`config.mk`:
```
export PLATFORM = sky130hd
export DESIGN_NAME = tile_filename_coord_parser_unit
export DESIGN_NICKNAME = d
export VERILOG_FILES = /design/src/rtl/tfcp_pkg.sv /design/src/rtl/tile_filename_coord_parser_unit.sv /design/src/rtl/tfcp_step.sv
export SDC_FILE = /design/constraint.sdc
export NUM_CORES = 1
export LEC_CHECK = 0
export BUFFER_PORTS_ARGS = -buffer_cell sky130_fd_sc_hd__buf_2
export CELL_PAD_IN_SITES_DETAIL_PLACEMENT = 1
export CELL_PAD_IN_SITES_GLOBAL_PLACEMENT = 2
export CORE_AREA = 2 2 128 130
export CTS_CLUSTER_SIZE = 8
export DETAILED_ROUTE_END_ITERATION = 6
export DIE_AREA = 0 0 130 132
export GPL_TIMING_DRIVEN = 0
export PLACE_DENSITY_LB_ADDON = 0.25
export SYNTH_ARGS = -nofsm -noshare
export SYNTH_HDL_FRONTEND = slang
export SYNTH_SLANG_ARGS = --single-unit
```
`constraint.sdc`:
```
create_clock -name clk_i -period 4.8 [get_ports clk_i]
set_input_delay 0.96 -clock clk_i [delete_from_list [all_inputs] [get_ports clk_i]]
set_output_delay 0.96 -clock clk_i [all_outputs]
set_load 0.01 [all_outputs]
```
`src/rtl/tfcp_pkg.sv`:
```
package tfcp_pkg;

  // Parse phase, one-hot.
  typedef enum logic [3:0] {
    PH_LETTER = 4'b0001,
    PH_FIRST  = 4'b0010,
    PH_WHOLE  = 4'b0100,
    PH_FRAC   = 4'b1000
  } tfcp_phase_e;

  typedef enum logic [1:0] {
    DIR_N = 2'd0,
    DIR_S = 2'd1,
    DIR_W = 2'd2,
    DIR_E = 2'd3
  } tfcp_dir_e;

  typedef enum logic [2:0] {
    ST_OK        = 3'd0,
    ST_END       = 3'd1,
    ST_BAD_TOKEN = 3'd2,
    ST_NO_ANGLE  = 3'd3,
    ST_RANGE     = 3'd4
  } tfcp_status_e;

  localparam int unsigned AccW = 10;
  localparam int unsigned LatW = 8;
  localparam int unsigned LonW = 9;

  localparam logic [AccW-1:0] AccMax  = 10'd1023;
  localparam logic [AccW-1:0] LatBase = 10'd90;
  localparam logic [AccW-1:0] LonBase = 10'd360;

  localparam logic [7:0] ChSlash  = 8'h2F;
  localparam logic [7:0] ChBslash = 8'h5C;
  localparam logic [7:0] ChDot    = 8'h2E;
  localparam logic [7:0] ChComma  = 8'h2C;
  localparam logic [7:0] ChZero   = 8'h30;
  localparam logic [7:0] ChNine   = 8'h39;
  localparam logic [7:0] ChUpN    = 8'h4E;
  localparam logic [7:0] ChLoN    = 8'h6E;
  localparam logic [7:0] ChUpS    = 8'h53;
  localparam logic [7:0] ChLoS    = 8'h73;
  localparam logic [7:0] ChUpW    = 8'h57;
  localparam logic [7:0] ChLoW    = 8'h77;
  localparam logic [7:0] ChUpE    = 8'h45;
  localparam logic [7:0] ChLoE    = 8'h65;

  typedef struct packed {
    tfcp_phase_e     phase;
    tfcp_dir_e       dir;
    logic [AccW-1:0] accum;
    logic            lat_valid;
    logic [LatW-1:0] lat_value;
    logic            lon_valid;
    logic [LonW-1:0] lon_value;
    tfcp_status_e    err;
  } tfcp_state_t;

  typedef struct packed {
    tfcp_status_e    status;
    logic [LatW-1:0] colatitude;
    logic [LonW-1:0] longitude;
  } tfcp_result_t;

  localparam tfcp_state_t TfcpStateRst = '{
    phase:     PH_LETTER,
    dir:       DIR_N,
    accum:     '0,
    lat_valid: 1'b0,
    lat_value: '0,
    lon_valid: 1'b0,
    lon_value: '0,
    err:       ST_OK
  };

endpackage

```
`src/rtl/tile_filename_coord_parser_unit.sv`:
```
// Tile path coordinate parser.
// Input channel: one path byte per word on ch_i, with last_i marking the final
// byte, under in_valid_i / in_ready_o. Output channel: one word per path with
// status_o, colatitude_o and longitude_o under out_valid_o / out_ready_i.
// A slash or backslash restarts parsing; the last path component decides the
// result. Colatitude and longitude read as zero when status_o is not ok.
// Throughput is one byte per cycle unless a waiting result is stalled. The parse
// state is updated in the cycle a byte is taken, and the result for a path
// appears in the output register in the cycle after its last byte is taken.
// When the receiver stalls, the result waits in the output register and input
// is still taken as long as that register is free or being emptied; a second
// result is held back until the first one leaves.
// Reset clears the parse state and the output valid flag; the block is ready
// to take bytes in the first cycle after reset.
module tile_filename_coord_parser_unit (
  input  logic       clk_i,
  input  logic       rst_ni,
  input  logic       in_valid_i,
  output logic       in_ready_o,
  input  logic [7:0] ch_i,
  input  logic       last_i,
  output logic       out_valid_o,
  input  logic       out_ready_i,
  output logic [2:0] status_o,
  output logic [7:0] colatitude_o,
  output logic [8:0] longitude_o
);
  import tfcp_pkg::*;

  tfcp_state_t  state_q;
  tfcp_state_t  state_d;
  tfcp_result_t res_d;
  tfcp_result_t res_q;
  logic         out_valid_q;
  logic         in_fire;

  tfcp_step u_step (
    .state_i  (state_q),
    .ch_i     (ch_i),
    .last_i   (last_i),
    .state_o  (state_d),
    .result_o (res_d)
  );

  assign in_ready_o = !out_valid_q || out_ready_i;
  assign in_fire    = in_valid_i && in_ready_o;

  always_ff @(posedge clk_i or negedge rst_ni) begin
    if (!rst_ni) begin
      state_q     <= TfcpStateRst;
      out_valid_q <= 1'b0;
    end else begin
      if (in_fire) begin
        state_q <= state_d;
      end
      if (in_fire && last_i) begin
        out_valid_q <= 1'b1;
      end else if (out_ready_i) begin
        out_valid_q <= 1'b0;
      end
    end
  end

  always_ff @(posedge clk_i) begin
    if (in_fire && last_i) begin
      res_q <= res_d;
    end
  end

  assign out_valid_o  = out_valid_q;
  assign status_o     = res_q.status;
  assign colatitude_o = res_q.colatitude;
  assign longitude_o  = res_q.longitude;

endmodule

```
`src/rtl/tfcp_step.sv`:
```
module tfcp_step (
  input  tfcp_pkg::tfcp_state_t  state_i,
  input  logic [7:0]             ch_i,
  input  logic                   last_i,
  output tfcp_pkg::tfcp_state_t  state_o,
  output tfcp_pkg::tfcp_result_t result_o
);
  import tfcp_pkg::*;

  function automatic tfcp_state_t take_letter(tfcp_state_t s, logic [7:0] c);
    tfcp_state_t r;
    r = s;
    r.phase = PH_FIRST;
    case (c)
      ChUpN, ChLoN: r.dir = DIR_N;
      ChUpS, ChLoS: r.dir = DIR_S;
      ChUpW, ChLoW: r.dir = DIR_W;
      ChUpE, ChLoE: r.dir = DIR_E;
      default: begin
        r.phase = s.phase;
        r.err   = ST_BAD_TOKEN;
      end
    endcase
    return r;
  endfunction

  function automatic tfcp_state_t close_num(tfcp_state_t s);
    tfcp_state_t r;
    r = s;
    r.phase = PH_LETTER;
    if (s.dir == DIR_N || s.dir == DIR_S) begin
      if (s.accum > LatBase) begin
        r.err = ST_RANGE;
      end else begin
        r.lat_value = (s.dir == DIR_N) ? LatW'(LatBase - s.accum)
                                       : LatW'(LatBase + s.accum);
        r.lat_valid = 1'b1;
      end
    end else begin
      if (s.accum >= LonBase) begin
        r.err = ST_RANGE;
      end else begin
        r.lon_value = (s.dir == DIR_W) ? LonW'(LonBase - s.accum)
                                       : s.accum[LonW-1:0];
        r.lon_valid = 1'b1;
      end
    end
    return r;
  endfunction

  tfcp_state_t     fed;
  tfcp_state_t     fin;
  logic            is_sep;
  logic            is_digit;
  logic            is_point;
  logic [13:0]     acc_next;
  logic            open_path;

  assign is_sep   = (ch_i == ChSlash) || (ch_i == ChBslash);
  assign is_digit = (ch_i >= ChZero) && (ch_i <= ChNine);
  assign is_point = (ch_i == ChDot) || (ch_i == ChComma);
  // Times ten as two shifted adds, then the new digit.
  assign acc_next = 14'({state_i.accum, 3'b000}) + 14'({state_i.accum, 1'b0})
                  + 14'(ch_i[3:0]);
  assign open_path = (state_i.err == ST_OK) && !(state_i.lat_valid && state_i.lon_valid);

  always_comb begin
    fed = state_i;
    if (is_sep) begin
      fed = TfcpStateRst;
    end else if (open_path) begin
      case (state_i.phase)
        PH_LETTER: fed = take_letter(state_i, ch_i);
        PH_FIRST: begin
          if (is_digit) begin
            fed.accum = AccW'(ch_i[3:0]);
            fed.phase = PH_WHOLE;
          end else begin
            fed.err = ST_NO_ANGLE;
          end
        end
        PH_WHOLE, PH_FRAC: begin
          if (is_digit) begin
            if (state_i.phase == PH_WHOLE) begin
              fed.accum = (acc_next > 14'(AccMax)) ? AccMax : acc_next[AccW-1:0];
            end
          end else if (is_point && state_i.phase == PH_WHOLE) begin
            fed.phase = PH_FRAC;
          end else begin
            // The byte that ends a number is read again as a direction letter.
            fed = close_num(state_i);
            if (fed.err == ST_OK && !(fed.lat_valid && fed.lon_valid)) begin
              fed = take_letter(fed, ch_i);
            end
          end
        end
        default: fed = TfcpStateRst;
      endcase
    end

    fin = fed;
    if (fin.err == ST_OK && !(fin.lat_valid && fin.lon_valid)) begin
      if (fin.phase == PH_WHOLE || fin.phase == PH_FRAC) begin
        fin = close_num(fin);
      end
      if (fin.err == ST_OK && !(fin.lat_valid && fin.lon_valid)) begin
        fin.err = ST_END;
      end
    end
  end

  // The path ends here: report, then start over from the reset state.
  assign state_o = last_i ? TfcpStateRst : fed;

  assign result_o.status     = fin.err;
  assign result_o.colatitude = (fin.err == ST_OK) ? fin.lat_value : '0;
  assign result_o.longitude  = (fin.err == ST_OK) ? fin.lon_value : '0;

endmodule

```
# Yosys cells after proc, flatten, opt, wreduce, memory -nomap -nowiden

Cells that the tools add are included.

Output and inout port bits: 22
Register bits after elaboration: 59
Latch bits: 0
Memories: 0
Memory bits (read-only): 0
Bits of input ports: 13
Memory bits (writable): 0

$lt $le $gt $ge: 7
Add/subtract/negate cells: 8
Equality and inequality tests: 22
Multipliers: 0
Bitwise logic cells: 0
Reduce and logical (&&, ||, !) cells: 38
Muxes and demuxes: 63
Shift-type cells: 0
Divide/modulo/power cells: 0

Operator list:

| kind                                                 | count |
|---|---|
| two-way mux 10 bit                                   | 13 |
| two-way mux 38 bit                                   | 3 |
| two-way mux 9 bit                                    | 11 |
| == test 8 x 7 -> 1 bit, second input constant        | 9 |
| two-way mux 22 bit                                   | 3 |
| two-way mux 3 bit                                    | 15 |
| one-hot mux 19 bit (2 select lines)                  | 1 |
| two-way mux 36 bit                                   | 1 |
| two-way mux 34 bit                                   | 1 |
| one-hot mux 10 bit (3 select lines)                  | 1 |
| == test 8 x 6 -> 1 bit, second input constant        | 3 |
| two-way mux 21 bit                                   | 1 |
| >= comparator 10 x 9 -> 1 bit, second input constant | 2 |
| > comparator 10 x 7 -> 1 bit, second input constant  | 2 |
| subtractor 9 bit, first input constant               | 2 |
| adder 7 x 8 -> 8 bit, first input constant           | 2 |
| two-way mux 8 bit                                    | 2 |
| subtractor 7 x 8 -> 8 bit, first input constant      | 2 |
| zero test 3 bit                                      | 5 |
| adder 13 x 11 -> 14 bit                              | 1 |
| adder 14 x 4 -> 14 bit                               | 1 |
| > comparator 14 x 10 -> 1 bit, second input constant | 1 |
| logical AND 1 bit                                    | 12 |
| two-way mux 4 bit                                    | 3 |
| 21 further kinds                                     | 41 |

# Depth between registers and ports, before layout

Word-level depth: 30
Gate-level depth with buffers: 18

# Modules after synthesis

From an unflattened synthesis, not the netlist that was laid out.

Cells, all modules: 681
Area total of the unflattened synthesis: 6,063.3 µm²

Modules (own cells, without submodules):

| module                          | area each (µm²) | times used | cells an instance |
|---|---|---|---|
| tfcp_step                       | 3,910.0         | 1          | 575 |
| tile_filename_coord_parser_unit | 2,153.3         | 1          | 106 |

# Worst setup path after synthesis

Ideal clock, no wire load.

Kind: input to register
From: in ch_i[3]
To: reg res_q, in the netlist colatitude_o[0], data pin
Required time: 4.546 ns
Buffers on the path: 1
Stages: 18
Arrival: 4.833 ns
Library setup time: 0.254 ns
Path slack: -0.287 ns
Path through: inv_1 > fa_1 > inv_1 > ha_1 > a211oi_1 > o21ai_2 > o2111ai_1 > o41a_1 > nor4_4 > a21o_1 > inv_1 > ha_1 > a211oi_1 > o211a_2 > nor3b_4 > o311ai_4 > buf_6 > nor2_1

Cells in the longest elaborated chain, start to end: 20

Ends and longest elaborated chain:

| element                                                                               | RTL line                              | source |
|---|---|---|
| start: declaration                                                                    | tile_filename_coord_parser_unit.sv:20 | `input logic [7:0] ch_i,` |
| parallel branches: the longest is 8 deep, another holds adder 14 x 4 -> 14 bit        | -                                     |  |
| two-way mux 38 bit *                                                                  | tfcp_step.sv:69                       | `if (is_sep) begin` |
| parallel branches: the longest is 9 deep, another holds >= comparator 10 x 9 -> 1 bit | -                                     |  |
| two-way mux 21 bit *                                                                  | tfcp_step.sv:102                      | `if (fin.err == ST_OK && !(fin.lat_valid && fin.lon_valid)) begin` |
| zero test 3 bit                                                                       | tfcp_step.sv:116                      | `assign result_o.colatitude = (fin.err == ST_OK) ? fin.lat_value : '0;` |
| end signal: assignment                                                                | tile_filename_coord_parser_unit.sv:66 | `res_q <= res_d;` |
| end: declaration                                                                      | tile_filename_coord_parser_unit.sv:33 | `tfcp_result_t res_q;` |

Every way passes the cells marked *. The select of a mux whose other input is x is not followed.
A chain may end at the register's enable or synchronous reset.

# Worst setup path in the final report

From: in ch_i[3]
To: reg res_q, in the netlist longitude_o[1], data pin

Cells in the longest elaborated chain, start to end: 20

Ends and longest elaborated chain:

| element                                                                               | RTL line         | source |
|---|---|---|
| parallel branches: the longest is 8 deep, another holds adder 14 x 4 -> 14 bit        | -                |  |
| two-way mux 38 bit *                                                                  | tfcp_step.sv:69  |  |
| parallel branches: the longest is 9 deep, another holds >= comparator 10 x 9 -> 1 bit | -                |  |
| two-way mux 21 bit *                                                                  | tfcp_step.sv:102 |  |
| zero test 3 bit                                                                       | tfcp_step.sv:117 | `assign result_o.longitude = (fin.err == ST_OK) ? fin.lon_value : '0;` |

Marked as above.

==> results.cfg <==
[detailed_routing]
vias = 5393
first_iter_violations = 266
routed_wl_mm = 20.9
wl_per_cell_um = 22.8
ant_nets = 0
drc = 0
viasPerCell = 5.89
firstDrtPassIters = 6

[global_routing]
grt_pass1_vias = 5521
antenna_found_initial = 0
grt_pass1_wl_mm = 32.1
grt.total_usage_pct = 24.4
grt_overflow = 0
grt_max_degree = 40

[synth]
synth_cell_types = 93
synth_area_per_cell_um2 = 8.93
async_reset_ff_share_pct = 66.1
syn_nets = 651
synth-seq-area-share_pct = 29.2
synth_edf_count = 20
synth_top_flop_cell = dfrtp_1
synthCells = 605
syn_area_mm2 = 0.00540
synth-seq-cells = 59
ys_warn_count = 0

[setup_path]
crit_type = primary input to flip-flop
cp_max_fo = 6
start_kind = primary input
end_kind = flip-flop
required_ps = 4950
crit_arrival_ps = 4900

[timing]
finalCriticalPeriod_ps = 4750
finClkSkew_ps = 8.44
setup_viol_count_final = 0
timing_worst_slew_pin_value_ps = 984
max_freq_ghz = 0.211
rsz0062_at_grt = true
hold_viol_final = 0
maxSlewHeadroom_pct = 34.4
slew_viol_final = 0
final.period_utilization_pct = 98.9

[status]
status = finished, final reports clean

[floorplan]
die_w_um = 130
initial_core_util_pct = 34.4
rows = 46
dieArea_mm2 = 0.0172
fp.coreArea_mm2 = 0.0157
fp.dieH_um = 132
ioPinCount = 35

[clock_network]
h-tree-depth = 3
root_buffer = clkbuf_16
path_clk_slew_ps = 60
ctsLongestPathBuffers = 2
cts_tree = built
cts_made_buffers = 9
clk-insertion-delay-late_ps = 340
clkSinkCount = 59

[min_path]
min_path_type = flip-flop to flip-flop

[placed_design]
port_buffers = 34
hpwl_mm = 15.2
placed_area_mm2 = 0.00589
gp_congestion = 0.937

[layout]
postLayoutCellArea_mm2 = 0.00690
diodes = 0
num-nets-final = 740
synthToLayoutAreaGrowth_pct = 27.7
drive_gt1_share_pct = 27.5

[power]
vdd_ir_drop_max_v = 0.000262
p_leak_nw = 2.80
p_total_mw = 2.03
p_per_area_mw_per_mm2 = 295

[run]
maxCapViolations = 0
## layout make-up
cell class,count,area [µm²]
buffer,32,168
clock buffer,10,229
clock inverter,6,66.3
fill,1808,8810
inverter,20,81.3
multi-input combinational,494,3940
sequential,59,1580
tap,216,270
timing repair buffer,78,564
## synth_stat cells (4+ instances only)
library cell,count,area [µm²]
xor2_1,18,158
a21oi_1,40,200
o21ai_0,32,160
o31ai_1,4,30.0
a21o_1,7,52.6
nor4bb_1,4,40.0
nor2_1,64,240
dfrtp_1,38,951
mux2i_1,9,90.1
xnor2_1,16,140
nor3b_1,4,30.0
ha_1,31,388
edfxtp_1,20,601
a22oi_1,16,120
nor3_1,11,55.1
a211oi_1,7,52.6
inv_1,19,71.3
a22o_1,22,193
a31oi_1,9,56.3
clkbuf_1,16,60.1
o211ai_1,7,52.6
o21a_1,6,45.0
nand3_1,6,30.0
nand2b_1,4,25.0
a211oi_2,8,100
nor4b_1,4,35.0
a211o_1,5,43.8
nand3b_1,4,30.0
nor2b_1,4,25.0
nand2_1,47,176
buf_2,8,40.0
o22ai_1,11,68.8
## stage by stage
step / setup slack [ps] / utilization [%] / hold WS [ps] / TNS [ps] / cells
CTS: -67.5 / 41.6 / 504 / -972 / 894
global placement: -925 / 37.4 / 475 / -15420 / 855
detailed placement: -956 / 37.5 / 490 / -15920 / 856
global route: -79.0 / 43.9 / 530 / -646 / 915
finish: 53.8 / 43.9 / 498 / 0 / 915
floorplan: 36.3 / - / 450 / 0 / 605
## sequential cells by signal (all words and copies together), names as in the netlist
| signal | count |
|---|---|
| colatitude_o | 8 |
| out_valid_o | 1 |
| state_q | 38 |
| status_o | 3 |
| longitude_o | 9 |
## repair_timing
action,4_1_cts,5_1_grt
gates cloned,1,0
endpoints found under the hold margin,0,0
pin swaps,23,26
setup buffers,21,21
hold buffers,0,0
gates resized for setup,38,38
setup endpoints to repair,19,19
## cells by family after synthesis
family | synth area share, %
simple gates | 19.5
flops | 29.2
compound gates | 31.7
buf+inv | 4.35
fa+ha+maj | 7.92
mux | 1.88
xor+xnor | 5.51
## worst max-delay path: stages
cell and delay (ps):
buf_8 80, inv_4 30, fa_2 540, buf_6 100, fa_2 230, nor2b_4 60
o31ai_4 330, a21oi_2 120, o41a_1 420, buf_4 180, nor4_4 220, buf_6 190
a211o_4 200, o211ai_1 170, buf_4 240, o211ai_4 190, o311ai_4 130, buf_12 170
buf_6 110, a311oi_2 220
## power breakdown
part | total (mW) | internal, mW | switching (mW)
logic | 0.791 | 0.250 | 0.541
registers | 0.589 | 0.564 | 0.0247
clock network | 0.654 | 0.402 | 0.253
## cells in the final DEF (no fill, tap or decap), drive strengths merged, types with 5 or more instances in the layout
cell type  synthesis  routed
nor3              14      14
a211oi            15      15
a21o               7       7
a211o              5       5
nor2              64      64
nor4b              7       7
a21oi             40      40
dfrtp             38      38
a31oi              9       9
o21a               6       6
ha                31      31
o21ai             35      35
nand3              6       6
mux2i              9       9
xor2              18      18
o31ai              6       6
xnor2             16      16
inv               20      19
clkbuf            16      26
o211ai             9       9
a22o              22      22
nor3b              5       5
buf               16      94
nand2             48      48
edfxtp            20      20
a22oi             16      16
o22ai             11      11
## final timing paths
path	start	endpoint	slack, ps	cells past startpoint
max	ch_i[3]	longitude_o[1]$_SDFFCE_PP0P_	50	20
min	state_q[18]$_DFFE_PN0P_	state_q[18]$_DFFE_PN0P_	500	2
max reg2reg	state_q[24]$_DFFE_PN0P_	longitude_o[1]$_SDFFCE_PP0P_	130	19
min reg2reg	state_q[18]$_DFFE_PN0P_	state_q[18]$_DFFE_PN0P_	500	2
max in group asynchronous	rst_ni	state_q[24]$_DFFE_PN0P_	3340	1
min in group asynchronous	rst_ni	out_valid_o$_DFFE_PN0P_	770	1
## layer usage
layer	track usage (%)	part of all wire (%)	vias up	wire length (µm)
li1	-	-	2492	-
met1	32.7	45	2764	9380
met2	40.8	50	107	10400
met3	3.45	3.4	30	714
met4	7.05	1.7	0	364
met5	0	0	-	0
(Power assumes the default switching activity.)
